## src/hw/rtl/lrer_pkg.sv

```systemverilog
// Package for the layout record element remover: payload structs, codes and defaults.
// Used by lrer_front, lrer_back, the top level and the checker; depends on nothing.
`default_nettype none

package lrer_pkg;

  localparam int unsigned ListDepthDefault = 256;
  localparam int unsigned CountBitsDefault = 24;
  localparam int unsigned JobDepth         = 4;

  localparam logic [7:0] TypeBoundary = 8'h08;
  localparam logic [7:0] TypePath     = 8'h09;
  localparam logic [7:0] TypeEndEl    = 8'h11;

  typedef enum logic [1:0] {
    CMD_BYTE            = 2'd0,
    CMD_APPEND_PATH     = 2'd1,
    CMD_APPEND_BOUNDARY = 2'd2,
    CMD_RESTART         = 2'd3
  } lrer_cmd_e;

  typedef enum logic [1:0] {
    ST_DATA  = 2'd0,
    ST_END   = 2'd1,
    ST_ERROR = 2'd2
  } lrer_status_e;

  typedef enum logic [1:0] {
    PH_SIZE_HI = 2'd0,
    PH_SIZE_LO = 2'd1,
    PH_TYPE    = 2'd2,
    PH_BODY    = 2'd3
  } lrer_phase_e;

  typedef struct packed {
    lrer_cmd_e   cmd;
    logic [7:0]  data_byte;
    logic [23:0] index_value;
  } lrer_in_t;

  typedef struct packed {
    logic [7:0]   out_byte;
    lrer_status_e status;
    logic         last;
  } lrer_out_t;

  // One entry of the job queue: one to three result words.
  typedef struct packed {
    logic [1:0]   cnt;
    logic [7:0]   b0;
    logic [7:0]   b1;
    logic [7:0]   b2;
    lrer_status_e status;
  } lrer_job_t;

endpackage

`default_nettype wire

```

## src/hw/rtl/lrer_back.sv

```systemverilog
// Back part: unpacks queued jobs into result words, one word per pop.
// Depends on lrer_pkg.
`default_nettype none

module lrer_back (
  input  wire logic                clk_i,
  input  wire logic                rst_ni,
  input  wire logic                job_avail_i,
  input  wire lrer_pkg::lrer_job_t job_i,
  output logic                     job_pop_o,
  output logic                     empty_o,
  input  wire logic                pop_i,
  output lrer_pkg::lrer_out_t      out_o
);

  import lrer_pkg::*;

  lrer_job_t  job_q, job_d;
  logic       valid_q, valid_d;
  logic [1:0] idx_q, idx_d;
  logic       at_last, done, load;

  assign at_last   = (idx_q == 2'(job_q.cnt - 2'd1));
  assign done      = valid_q && pop_i && at_last;
  assign load      = job_avail_i && (!valid_q || done);
  assign job_pop_o = load;
  assign empty_o   = !valid_q;

  always_comb begin
    job_d   = job_q;
    valid_d = valid_q;
    idx_d   = idx_q;
    if (load) begin
      job_d   = job_i;
      valid_d = 1'b1;
      idx_d   = '0;
    end else if (done) begin
      valid_d = 1'b0;
    end else if (valid_q && pop_i) begin
      idx_d = idx_q + 2'd1;
    end
  end

  always_comb begin
    out_o.status = job_q.status;
    out_o.last   = at_last;
    case (idx_q)
      2'd0:    out_o.out_byte = job_q.b0;
      2'd1:    out_o.out_byte = job_q.b1;
      default: out_o.out_byte = job_q.b2;
    endcase
  end

  always_ff @(posedge clk_i or negedge rst_ni) begin
    if (!rst_ni) begin
      valid_q <= 1'b0;
      idx_q   <= '0;
    end else begin
      valid_q <= valid_d;
      idx_q   <= idx_d;
    end
  end

  always_ff @(posedge clk_i) begin
    job_q <= job_d;
  end

endmodule

`default_nettype wire

```

## config.mk

```make
export PLATFORM = sky130hd
export DESIGN_NAME = lrer_back
export DESIGN_NICKNAME = d
export VERILOG_FILES = /design/src/hw/rtl/lrer_pkg.sv /design/src/hw/rtl/lrer_back.sv
export SDC_FILE = /design/constraint.sdc
export NUM_CORES = 1
export LEC_CHECK = 0
export ABC_AREA = 0
export BUFFER_PORTS_ARGS = -buffer_cell sky130_fd_sc_hd__buf_4
export CAP_MARGIN = 5
export CORE_ASPECT_RATIO = 1.5
export CORE_UTILIZATION = 45
export DETAILED_ROUTE_END_ITERATION = 10
export PLACE_DENSITY = 0.74
export SLEW_MARGIN = 10
export SYNTH_ARGS = -nofsm -noshare
export SYNTH_HDL_FRONTEND = slang
export SYNTH_SLANG_ARGS = --single-unit
```

## constraint.sdc

```tcl
create_clock -name clk_i -period 2.65 [get_ports clk_i]
set_clock_uncertainty 0.1 [all_clocks]
set_input_delay 0.1325 -clock clk_i [delete_from_list [all_inputs] [get_ports clk_i]]
set_output_delay 0.1325 -clock clk_i [all_outputs]
set_load 0.01 [all_outputs]
```

Word-level counts from Yosys, hierarchy flattened

Cells that the tools add are included.

Register bits: 31
Input port bits: 32
Output and inout bits: 13
Word-level logic and storage cells: 27

Add/sub/neg operators: 2
Equality and inequality tests: 3
Muxes and demuxes: 6
Reduce and logical (&&, ||, !) cells: 9

Operators by type and width:

| kind                                                | number |
|---|---|
| case mux 8 bit (2 select lines)                     | 1 |
| two-way mux 2 bit                                   | 3 |
| nonzero test 2 bit                                  | 2 |
| logical AND 1 bit                                   | 3 |
| adder 2 x 1 -> 2 bit, second input constant         | 1 |
| equality test 2 x 1 -> 1 bit, second input constant | 1 |
| equality test 2 bit                                 | 1 |
| logical NOT 2 bit                                   | 1 |
| two-way mux 1 bit                                   | 2 |
| inequality test 2 bit, second input constant        | 1 |
| AND reduction 2 bit                                 | 1 |
| subtractor 2 x 1 -> 2 bit, second input constant    | 1 |
| logical NOT 1 bit                                   | 1 |
| logical OR 1 bit                                    | 1 |

Longest topological paths before layout

Word-level depth: 7
Depth in mapped cells: 6
Mapped depth without buffers: 5

Least setup slack after synthesis

Ideal clock, no wire load.

Path kind: reg2reg
Start point: reg idx_q[1]
End point: reg job_q[10] in the netlist's numbering (enable)
Setup time: 391 ps
Data arrival time: 1,686 ps
Required time: 2,159 ps
Path slack: 474 ps
Stages on the path, launching flop included: 5
Buffers on the path: 0
Clock period less this slack: 2,176 ps
Path through: dfrtp_1 xnor2_2 mux2i_1 o21ai_1 and2_1

Cells in the longest elaborated chain, start to end: 4

Ends and longest elaborated chain:

| element                  | line            | source |
|---|---|---|
| start: declaration       | lrer_back.sv:20 | `logic [1:0] idx_q, idx_d;` |
| start signal: assignment | lrer_back.sv:60 | `idx_q <= idx_d;` |
| equality test 2 bit      | lrer_back.sv:23 | `assign at_last = (idx_q == 2'(job_q.cnt - 2'd1));` |
| logical AND 1 bit        | lrer_back.sv:24 | `assign done = valid_q && pop_i && at_last;` |
| logical OR 1 bit         | lrer_back.sv:25 | `assign load = job_avail_i && (!valid_q \|\| done);` |
| logical AND 1 bit        | lrer_back.sv:25 |  |
| named net job_pop_o      | lrer_back.sv:10 | `output logic job_pop_o,` |
| end signal: assignment   | lrer_back.sv:65 | `job_q <= job_d;` |
| end: declaration         | lrer_back.sv:18 | `lrer_job_t job_q, job_d;` |

The timed path passes the listed nets, and every way through them passes these cells.
A chain may end at the register's enable or synchronous reset.

Final worst setup path

Start point: reg idx_q[1]
End point: out job_pop_o

Cells in the longest elaborated chain, start to end: 4

Ends and longest elaborated chain:

| element             | line |
|---|---|
| equality test 2 bit | lrer_back.sv:23 |
| logical AND 1 bit   | lrer_back.sv:24 |
| logical OR 1 bit    | lrer_back.sv:25 |
| logical AND 1 bit   | lrer_back.sv:25 |
| end: declaration    | lrer_back.sv:10 |

Every way passes these cells.

==> results by group <==
Logic synthesis
  • Sequential fraction of the synthesis area: 0.748
  • Yosys reg bits: 31
  • Synth Net Count: 118
  • Yosys warns: 0
  • Area share of the largest cell type after synthesis: 0.686
  • Mean post-synth cell area: 14.6 um^2
  • Post-Syn Instances: 84
  • Yosys top cell by area: edfxtp_1
  • Unique masters post-synth: 19
  • Top cells by area, synth: edfxtp_1 69%, dfrtp_1 6.1%, a22oi_1 4.9%
  • Post-synthesis cell area: 1220 um^2

Die
  • Row cnt: 22
  • Top-Level Pins: 45
  • Die width: 44.6 um
  • Die Y-Extent: 65.9 um
  • Die area: 2940 um^2
  • CORE AREA: 2500 um^2
  • Initial core utilization: 0.489

STA
  • Final Setup Violations: 0
  • RSZ-0062 raised after global routing: false
  • Worst slew margin: 0.567
  • Fin. max-slew vios: 0
  • Measured slew at the worst slew-check pin: 0.650 ns
  • Post-route minimum period: 2.38 ns
  • Final worst path period share: 0.899
  • Final hold violation count: 0
  • Max Clock Freq: 0.420 GHz
  • Final setup TNS: 0 ns

Detailed routing
  • Via Count: 963
  • Number of remaining DRC errors: 0
  • Drt total wl: 2900 um
  • Drt first pass iters: 4
  • DR iter-0 viols: 41
  • Routed vias/inst: 4.89
  • Routed len/inst: 14.7 um
  • Routed Antenna Nets: 0

Global routing
  • Congestion Overflow GR: 0
  • Number of global-route vias before repair: 987
  • Largest net degree at the start of global routing: 30
  • First-pass GRT wire length: 4420 um
  • Initial antenna violation count: 0
  • Global Route Usage Sum: 0.223

Pwr
  • Pwr/cell area: 843 nW/um^2
  • LEAKAGE: 0.824 nW
  • Worst vdd ir: 0.000513 V

Min path
  • Hold path startpoint: pop_i
  • Worst Hold Class: in -> reg
  • Hold Path Cell Cnt: 3
  • Hold Path Sink: idx_q[1]$_DFFE_PN0P_

Cells and area
  • Share of cells above drive strength 1: 0.329
  • Design area: 1940 um^2
  • Area growth syn-to-layout: 58.4%
  • Fin nets: 194
  • Fill cells: 143
  • Antenna cells: 0

Placed design
  • Final Wtd Congestion: 0.791
  • IO buf count: 44
  • Post-placement cell area: 1570 um^2
  • Hpwl dp: 1530 um

Clock network
  • # clock sinks: 31
  • CTS Root Buffer Type: clkbuf_4
  • CTS tree: built
  • CTS buffer count: 5
  • Skew-Pair Late Insertion Delay: 0.31 ns
  • Clk slew on worst S/H paths: 0.09 ns
  • CTS H-Tree Depth: 2
  • Deepest clock path buffer count: 2

Critical path
  • CP startpoint kind: register
  • Delay of the slowest cell on the worst path: 0.60 ns
  • Arrival time worst endpoint: 2.15 ns
  • Critical path type: reg -> out
  • R2r setup slk: 0.59 ns
  • Slowest cell on the critical path: and2_2
  • Worst path cell trace: xnor2_2, mux2i_1, o21ai_1, and2_2, buf_4
  • FF-to-FF End: job_q[20]$_DFFE_PP_
  • R2R cell count: 4
  • Worst EP required: 2.42 ns
  • Crit Path Max Fanout: 29
  • Worst r2r src: idx_q[1]$_DFFE_PN0P_
  • CP endpoint kind: output port

Job
  • Maxcap violations: 0

Outcome
  • Outcome: complete, no violations
==> layout by cell type (no fill, tap or decap), drive strengths merged <==
cell | netlist | layout
clkbuf | 2 | 8
dlygate4sd3 | 0 | 30
nor2b | 2 | 2
a31oi | 1 | 1
a22oi | 8 | 8
o21ai | 2 | 2
nand2b | 1 | 1
and2 | 1 | 1
dfrtp | 3 | 3
nand2 | 16 | 16
buf | 3 | 44
xnor2 | 1 | 1
edfxtp | 28 | 28
o32ai | 1 | 1
inv | 5 | 5
ha | 2 | 2
mux2i | 2 | 2
nor2 | 4 | 4
a21oi | 1 | 1
a211o | 1 | 1
==> state kept, by name (all words and copies together), names as in the netlist <==
| name | cells |
|---|---|
| job_q | 26 |
| out_o | 2 |
| valid_q | 1 |
| idx_q | 2 |
==> final cells by class <==
type	instances	area (um^2)	share of cell area
Sequential cell	31	916	0.472
Multi-Input combinational cell	43	262	0.135
Inverter	5	18.8	0.00967
Timing Repair Buffer	74	631	0.325
Tap cell	36	45.0	0.0232
Clock buffer	8	68.8	0.0355
==> critical path, delay by kind of cell, from the launching register on <==
family,cells,cell delay [ns]
compound gates,1,0.18
xor+xnor,1,0.23
buf+inv,1,0.24
flops,1,0.42
mux,1,0.17
simple gates,1,0.60
==> synthesized netlist by cell type <==
library cell,number
a211o_1,1
a21oi_1,1
a22oi_1,8
a31oi_1,1
and2_1,1
buf_4,3
clkbuf_1,2
dfrtp_1,3
edfxtp_1,28
ha_1,2
inv_1,5
mux2i_1,2
nand2_1,16
nand2b_1,1
nor2_1,4
nor2b_1,2
o21ai_1,2
o32ai_1,1
xnor2_2,1
==> report_power, final <==
group          switching, mW  internal, mW
Combinational          0.358         0.306
Clock                  0.151         0.156
Sequential            0.0338         0.630
Total                  0.543          1.09
==> logic make-up after synthesis <==
family                   after synthesis  share of synthesized area
adder cells (fa/ha/maj)                2                     0.0204
XOR/XNOR                               1                     0.0133
flip-flops                            31                      0.748
multiplexers                           2                     0.0163
buffers and inverters                 10                     0.0398
AND/OR/NAND/NOR                       24                     0.0817
AO/OA/AOI/OAI                         14                     0.0807
==> routing by layer <==
metal | vias up | share of wire | track usage
met5 | - | 0 | 0
met4 | 0 | 0.025 | 0.102
met3 | 7 | 0.073 | 0.0738
met2 | 49 | 0.54 | 0.388
met1 | 453 | 0.36 | 0.236
li1 | 454 | - | -
==> how the worst max path moves through the flow <==
| stage | from | endpoint |
|---|---|---|
| 2_1_floorplan | idx_q[1]$_DFFE_PN0P_ | job_q[10]$_DFFE_PP_ |
| 3_3_place_gp | idx_q[1]$_DFFE_PN0P_ | job_pop_o |
| 3_5_place_dp | idx_q[1]$_DFFE_PN0P_ | job_pop_o |
| 4_1_cts | idx_q[1]$_DFFE_PN0P_ | job_pop_o |
| 5_1_grt | idx_q[1]$_DFFE_PN0P_ | job_pop_o |
| 6_report | idx_q[1]$_DFFE_PN0P_ | job_pop_o |
==> stage by stage <==
| step | worst slack, ns | cells | hold WS (ns) | total power, mW | utilization |
|---|---|---|---|---|---|
| finish | 0.266 | 197 | 0.0163 | 1.64 | 0.775 |
| detailed placement | 0.191 | 159 | -0.171 | 1.29 | 0.627 |
| floorplan | 0.474 | 84 | -0.263 | 1.03 | - |
| global placement | 0.292 | 159 | -0.175 | 1.27 | 0.627 |
| CTS | 0.249 | 197 | 0.00380 | 1.63 | 0.775 |
| global route | 0.165 | 197 | 0.0320 | 1.72 | 0.775 |
==> repair_timing <==
item                                    4_1_cts  5_1_grt
setup buffers                                 0        0
hold buffers                                 30        0
gates resized for setup                       1        0
endpoints found under the setup margin        1        0
endpoints found under the hold margin        34        0
Power figures use the tool's default switching activity.
