<file path="config.mk">
export PLATFORM = sky130hd
export DESIGN_NAME = lrer_fifo
export DESIGN_NICKNAME = d
export VERILOG_FILES = /design/src/hw/rtl/lrer_fifo.sv
export SDC_FILE = /design/constraint.sdc
export NUM_CORES = 1
export LEC_CHECK = 0
export BUFFER_PORTS_ARGS = -buffer_cell sky130_fd_sc_hd__buf_2
export CORE_UTILIZATION = 55
export CTS_CLUSTER_SIZE = 12
export DETAILED_ROUTE_END_ITERATION = 16
export PLACE_DENSITY = 0.77
export REMOVE_ABC_BUFFERS = 1
export SLEW_MARGIN = 5
export SYNTH_ARGS = -nofsm -noshare
export SYNTH_HDL_FRONTEND = slang
export SYNTH_SLANG_ARGS = --single-unit
</file>
<file path="constraint.sdc">
create_clock -name clk_i -period 2.1 [get_ports clk_i]
set_input_delay 0 -clock clk_i [delete_from_list [all_inputs] [get_ports clk_i]]
set_output_delay 0 -clock clk_i [all_outputs]
set_load 0.1 [all_outputs]
</file>
<file path="src/hw/rtl/lrer_fifo.sv">
// Small register queue carrying jobs from the front part to the back part.
// Depends on nothing.
`default_nettype none

module lrer_fifo #(
  parameter int unsigned Width = 8,
  parameter int unsigned Depth = 4
) (
  input  wire logic             clk_i,
  input  wire logic             rst_ni,
  input  wire logic             push_i,
  input  wire logic [Width-1:0] wdata_i,
  output logic                  full_o,
  input  wire logic             pop_i,
  output logic      [Width-1:0] rdata_o,
  output logic                  empty_o
);

  localparam int unsigned PtrBits = (Depth > 1) ? $clog2(Depth) : 1;
  localparam int unsigned CntBits = $clog2(Depth + 1);

  logic [Width-1:0]   slot_q [Depth];
  logic [PtrBits-1:0] wptr_q, wptr_d, rptr_q, rptr_d;
  logic [CntBits-1:0] cnt_q, cnt_d;
  logic               do_push, do_pop;

  assign full_o  = (cnt_q == CntBits'(Depth));
  assign empty_o = (cnt_q == '0);
  assign do_push = push_i && !full_o;
  assign do_pop  = pop_i && !empty_o;
  assign rdata_o = slot_q[rptr_q];

  always_comb begin
    wptr_d = wptr_q;
    rptr_d = rptr_q;
    cnt_d  = cnt_q;
    if (do_push) begin
      wptr_d = (wptr_q == PtrBits'(Depth - 1)) ? '0 : wptr_q + 1'b1;
    end
    if (do_pop) begin
      rptr_d = (rptr_q == PtrBits'(Depth - 1)) ? '0 : rptr_q + 1'b1;
    end
    if (do_push && !do_pop) begin
      cnt_d = cnt_q + 1'b1;
    end else if (do_pop && !do_push) begin
      cnt_d = cnt_q - 1'b1;
    end
  end

  always_ff @(posedge clk_i or negedge rst_ni) begin
    if (!rst_ni) begin
      wptr_q <= '0;
      rptr_q <= '0;
      cnt_q  <= '0;
    end else begin
      wptr_q <= wptr_d;
      rptr_q <= rptr_d;
      cnt_q  <= cnt_d;
    end
  end

  always_ff @(posedge clk_i) begin
    if (do_push) begin
      slot_q[wptr_q] <= wdata_i;
    end
  end

endmodule

`default_nettype wire

</file>
# --- After elaboration in Yosys (flattened, before gate mapping) ---
# Memory sizes are Yosys's and may differ from the RTL's.
# Cells that the tools add are included.
word_totals:
  reg_bits: 7
  ramBits: 32
  in_bits: 12
  out_inout_bits: 10
  elab_cells: 27
  n_memories: 1
classes:
  addsub: 4
  n_eq_ne: 3
  n_mux: 6
  n_reduce_logical: 10
mem_list:
  columns: ["name", "words", "width", "rd", "rd_clocked_by_memory_dff", "wr", "line_no", "text"]
  rows:
  - ["slot_q", 4, 8, 1, 0, 1, "22", "logic [Width-1:0] slot_q [Depth];"]
ops:
  columns: ["op", "count"]
  rows:
  - ["3-bit 2-to-1 mux", 2]
  - ["2-bit by 1-bit adder with 2-bit output, second input constant", 2]
  - ["2-bit == test, second input constant", 2]
  - ["1-bit logical AND", 4]
  - ["1-bit logical NOT", 4]
  - ["2-bit 2-to-1 mux", 2]
  - ["3-bit by 1-bit adder with 3-bit output, second input constant", 1]
  - ["3-bit == test, second input constant", 1]
  - ["3-bit logical NOT", 1]
  - ["3-bit by 1-bit subtractor with 3-bit output, second input constant", 1]
  - ["1-bit 2-to-1 mux", 2]
  - ["2-bit nonzero test", 1]

# --- Logic depth before layout (Yosys ltp) ---
depth:
  ltp_word: 7
  mapped_depth: 9
  depth_no_buf: 8

# --- Worst setup path after synthesis ---
# OpenSTA, ideal clock, no wires.
synth_path:
  path_kind: "register -> register"
  startpoint: "register cnt_q[0]"
  endpoint: "register cnt_q[2]"
  setup_ps: 79
  t_arrival_ps: 4042
  required_time_ps: 2021
  setup_slack_ps: -2021
  path_stages_with_launch: 9
  path_buffers: 0
  synth_period_minus_slack_ps: 4121
  cell_sequence: "dfrtp_1 -> nor3_1 -> nand2b_4 -> ha_1 -> inv_1 -> fa_1 -> xor2_1 -> nor2_1 -> xor2_1"
synth_between:
  elab_chain_cells: 6
  elab_cells_between_ends: 15
  classes_between: "add/sub: 2; eq/ne: 1; mux: 2; reduce/logical: 10"
synth_lines:
  columns: ["item", "line_no", "text"]
  rows:
  - ["from (decl)", "24", "logic [CntBits-1:0] cnt_q, cnt_d;"]
  - ["from (signal assigned)", "58", "cnt_q <= cnt_d;"]
  - ["3-bit logical NOT *", "28", "assign empty_o = (cnt_q == '0);"]
  - ["net empty_o", "16", "output logic empty_o"]
  - ["1-bit logical NOT *", "30", "assign do_pop = pop_i && !empty_o;"]
  - ["1-bit logical AND *", "30", null]
  - ["1-bit logical NOT", "43", "if (do_push && !do_pop) begin"]
  - ["1-bit logical AND", "43", null]
  - ["3-bit 2-to-1 mux / 2-bit nonzero test (equally long branches)", null, null]
# Mark *: on every way through the listed nets, which the timed path passes. The rest lies on a longest branch. The select of a mux whose other input is x is not followed.
# A chain may end at the register's enable or synchronous reset.

# --- Worst setup path after layout ---
layout_path:
  startpoint: "register cnt_q[0]"
  endpoint: "register cnt_q[2]"
layout_between:
  elab_chain_cells: 6
  elab_cells_between_ends: 15
  classes_between: "add/sub: 2; eq/ne: 1; mux: 2; reduce/logical: 10"
layout_lines:
  columns: ["item"]
  rows:
  - ["branches (longest 6 deep; another with 3-bit by 1-bit subtractor with 3-bit output)"]
# Several ways; the timed one is not identified. The select of a mux whose other input is x is not followed.

==> metrics.txt <==
# TYPE chip_impl_metric gauge
chip_impl_metric{name="hold_viol_final",unit=""} 0
chip_impl_metric{name="routed_via_density",unit=""} 5.435
chip_impl_metric{name="maximum_number_of_pins_on_one_net_before_global_route_repair",unit=""} 12
chip_impl_metric{name="syn_area",unit="um^2"} 1620
chip_impl_metric{name="core_region_area",unit="um^2"} 2781
chip_impl_info{name="synth_area_leaders",value="edfxtp_1, mux4_2, dfrtp_1"} 1
chip_impl_info{name="cp-end-kind",value="register"} 1
chip_impl_metric{name="htreeDepth",unit=""} 2
chip_impl_metric{name="multiInputGateArea",unit="um^2"} 457.9
chip_impl_metric{name="max_freq",unit="MHz"} 505.3
chip_impl_info{name="hold_path.class",value="input pin to register"} 1
chip_impl_metric{name="netlist.area_leader.share",unit="%"} 59.31
chip_impl_metric{name="io_buffers",unit=""} 21
chip_impl_metric{name="cp_slowest_stage_delay",unit="ns"} 0.48
chip_impl_metric{name="die_height",unit="um"} 56.28
chip_impl_metric{name="drt-pass1-iter-count",unit=""} 2
chip_impl_metric{name="initialDrtViolationCount",unit=""} 5
chip_impl_metric{name="timing.final.max_slew_violations",unit=""} 0
chip_impl_metric{name="numClockSinks",unit=""} 39
chip_impl_metric{name="postLayoutSetupSlackWorst",unit="ns"} 0.1209
chip_impl_metric{name="synth.yosys.seq_area_share",unit="%"} 70.12
chip_impl_metric{name="cts.reportedPaths.clkPinSlew",unit="ns"} 0.10
chip_impl_metric{name="grt-ovfl-total",unit=""} 0
chip_impl_metric{name="diodes",unit=""} 0
chip_impl_metric{name="max_slew.worst_pin.slew",unit="ns"} 0.5893
chip_impl_metric{name="ant_nets",unit=""} 0
chip_impl_metric{name="r2r_cells",unit=""} 8
chip_impl_metric{name="gp_congestion",unit=""} 0.7699
chip_impl_metric{name="register_area",unit="um^2"} 1139
chip_impl_metric{name="placed_area",unit="um^2"} 1752
chip_impl_metric{name="worst_hold_path.num_cells",unit=""} 3
chip_impl_metric{name="cts-root-to-sink-buffers",unit=""} 2
chip_impl_metric{name="design.final.nets",unit=""} 134
chip_impl_metric{name="timing.max_slew.rel_slack",unit="%"} 60.71
chip_impl_info{name="tritoncts",value="yes"} 1
chip_impl_metric{name="final-setup-viol-count",unit=""} 0
chip_impl_metric{name="placementRows",unit=""} 19
chip_impl_metric{name="critical_path.max_fanout",unit=""} 4
chip_impl_metric{name="utilization",unit="%"} 68.96
chip_impl_metric{name="placement.setup.worst_slack",unit="ns"} 0.05485
chip_impl_metric{name="floorplan.initialDensity",unit="%"} 58.25
chip_impl_metric{name="max_cap_viol_count",unit=""} 0
chip_impl_metric{name="syn_area_per_cell",unit="um^2"} 20.51
chip_impl_metric{name="total_routed_wirelength",unit="um"} 2458
chip_impl_metric{name="area_growth_syn_to_layout",unit="%"} 18.38
chip_impl_info{name="slowest_cell_on_the_critical_path",value="dfrtp_2"} 1
chip_impl_metric{name="finalWorstPathRequiredPeriod",unit="ns"} 1.979
chip_impl_metric{name="worstPathRequired",unit="ns"} 2.37
chip_impl_metric{name="yosysWarningCount",unit=""} 0
chip_impl_info{name="cp_cell_sequence",value="nor3_2 > nand2b_4 > ha_1 > inv_1 > fa_1 > xor2_1 > nor2_1 > xor2_1"} 1
chip_impl_metric{name="clk-insertion-delay-late",unit="ns"} 0.34
chip_impl_metric{name="ios",unit=""} 22
chip_impl_metric{name="syn-instance-count",unit=""} 79
chip_impl_metric{name="finalClockSkew",unit="ns"} 0.003469
chip_impl_info{name="cpMostUsedCell",value="xor2_1"} 1
chip_impl_metric{name="post-route-cell-area",unit="um^2"} 1918
chip_impl_metric{name="post_synth_num_cell_types",unit=""} 19
chip_impl_metric{name="grt_pass1_wl",unit="um"} 4153
chip_impl_metric{name="hold_slack",unit="ns"} 0.02085
chip_impl_metric{name="floorplan.die_area",unit="um^2"} 3167
chip_impl_metric{name="cts_buffers",unit=""} 5
chip_impl_metric{name="via_count_of_the_first_global_routing_pass",unit=""} 854
chip_impl_metric{name="layout-drive-gt1-share",unit="%"} 43.97
chip_impl_metric{name="wl_per_cell",unit="um"} 16.72
chip_impl_info{name="cp-start-kind",value="register"} 1
chip_impl_metric{name="vias",unit=""} 799
chip_impl_metric{name="grtUsageTotal",unit="%"} 18.97
chip_impl_metric{name="synth.ff_latch_count",unit=""} 39
chip_impl_info{name="yosysTopAreaCell",value="edfxtp_1"} 1
chip_impl_metric{name="initial_antenna_violation_count",unit=""} 0
chip_impl_metric{name="arrival",unit="ns"} 2.25
chip_impl_info{name="run_status",value="complete, no violations"} 1
chip_impl_metric{name="die_x",unit="um"} 56.28
chip_impl_metric{name="finalCritPeriodShare",unit="%"} 94.24
chip_impl_info{name="critical_path_class",value="register to register"} 1
chip_impl_metric{name="filler_cell_count",unit=""} 185
chip_impl_info{name="cts.root.buffer_cell",value="clkbuf_4"} 1
chip_impl_metric{name="drcViolationCount",unit=""} 0
synthesized netlist by cell type:
master / number
buf_1: 1
mux2_4: 2
buf_2: 1
fa_1: 1
nor3_1: 1
buf_6: 1
nor2_1: 3
inv_1: 3
nor2b_2: 1
mux4_2: 8
nor3b_4: 1
xor2_1: 2
edfxtp_1: 32
nand2b_4: 1
and2_2: 4
xnor2_1: 1
ha_1: 6
dfrtp_1: 7
mux2_2: 3
through the flow:
step           std cells    TNS, ns
2_1_floorplan         76     -8.820
6_report             147          0
3_3_place_gp         129          0
5_1_grt              147  -0.004100
4_1_cts              146          0
3_5_place_dp         129          0
state kept, by name (all words and copies together), names as in the netlist:
name and count:
slot_q 32, wptr_q 2, cnt_q 3, rptr_q 2
worst paths after layout:
check / from / endpoint / slack [ns]
worst min-delay path: pop_i / rptr_q[1] / 0.02
worst max-delay path: cnt_q[0] / cnt_q[2] / 0.12
min in group asynchronous: rst_ni / cnt_q[2] / 0.04
max in group asynchronous: rst_ni / cnt_q[1] / 1.89
worst max register to register: cnt_q[0] / cnt_q[2] / 0.12
worst min register to register: cnt_q[2] / cnt_q[2] / 0.53
routing by layer:
metal  GRT usage, %  up-vias  wire length [um]
met3          6.452        6                92
met2          30.61       15              1250
met1          22.41      408              1052
met5              0        -                 0
met4          10.45        0                62
li1               -      370                 -
placed cells by master (no fill, tap or decap), drive strengths merged, types with 2 or more instances in the layout:
| cell type | instances |
|---|---|
| dlygate4sd3 | 9 |
| clkbuf | 6 |
| mux4 | 8 |
| ha | 6 |
| clkinv | 2 |
| edfxtp | 32 |
| mux2 | 5 |
| and2 | 4 |
| dfrtp | 7 |
| nor2 | 3 |
| inv | 3 |
| xor2 | 2 |
| buf | 23 |
area by class of cell:
| class | instances | area share [%] |
|---|---|---|
| Clock buffer | 6 | 2.153 |
| Clock inverter | 2 | 0.3914 |
| Inverter | 3 | 0.5871 |
| Timing Repair Buffer | 32 | 11.61 |
| Multi-Input combinational cell | 34 | 23.87 |
| Tap cell | 31 | 2.022 |
| Sequential cell | 39 | 59.36 |
logic make-up (layout without fill, tap and decap cells):
family	after synthesis	count (layout)	share of synthesized area [%]
flops	39	39	70.12
mux	13	13	15.06
simple gates	11	11	5.405
fa+ha+maj	7	7	5.869
buf+inv	6	43	1.930
xor+xnor	3	3	1.622
critical path, delay by kind of cell (launching register included):
family / cells / cell delay [ns]
and+or+nand+nor: 3 / 0.47
xor gates and xnor gates: 2 / 0.32
buffers and inverters: 1 / 0.07
adders and majority gates: 2 / 0.58
DFF: 1 / 0.48
timing repair:
action | 4_1_cts | 5_1_grt
hold buffers | 9 | 0
setup buffers | 0 | 1
setup endpoints to repair | 0 | 2
hold endpoints to repair | 39 | 0
gates resized for setup | 0 | 3
Power is not shown: default switching activity piles up to over one toggle a cycle in this logic, so the estimate is an artifact.
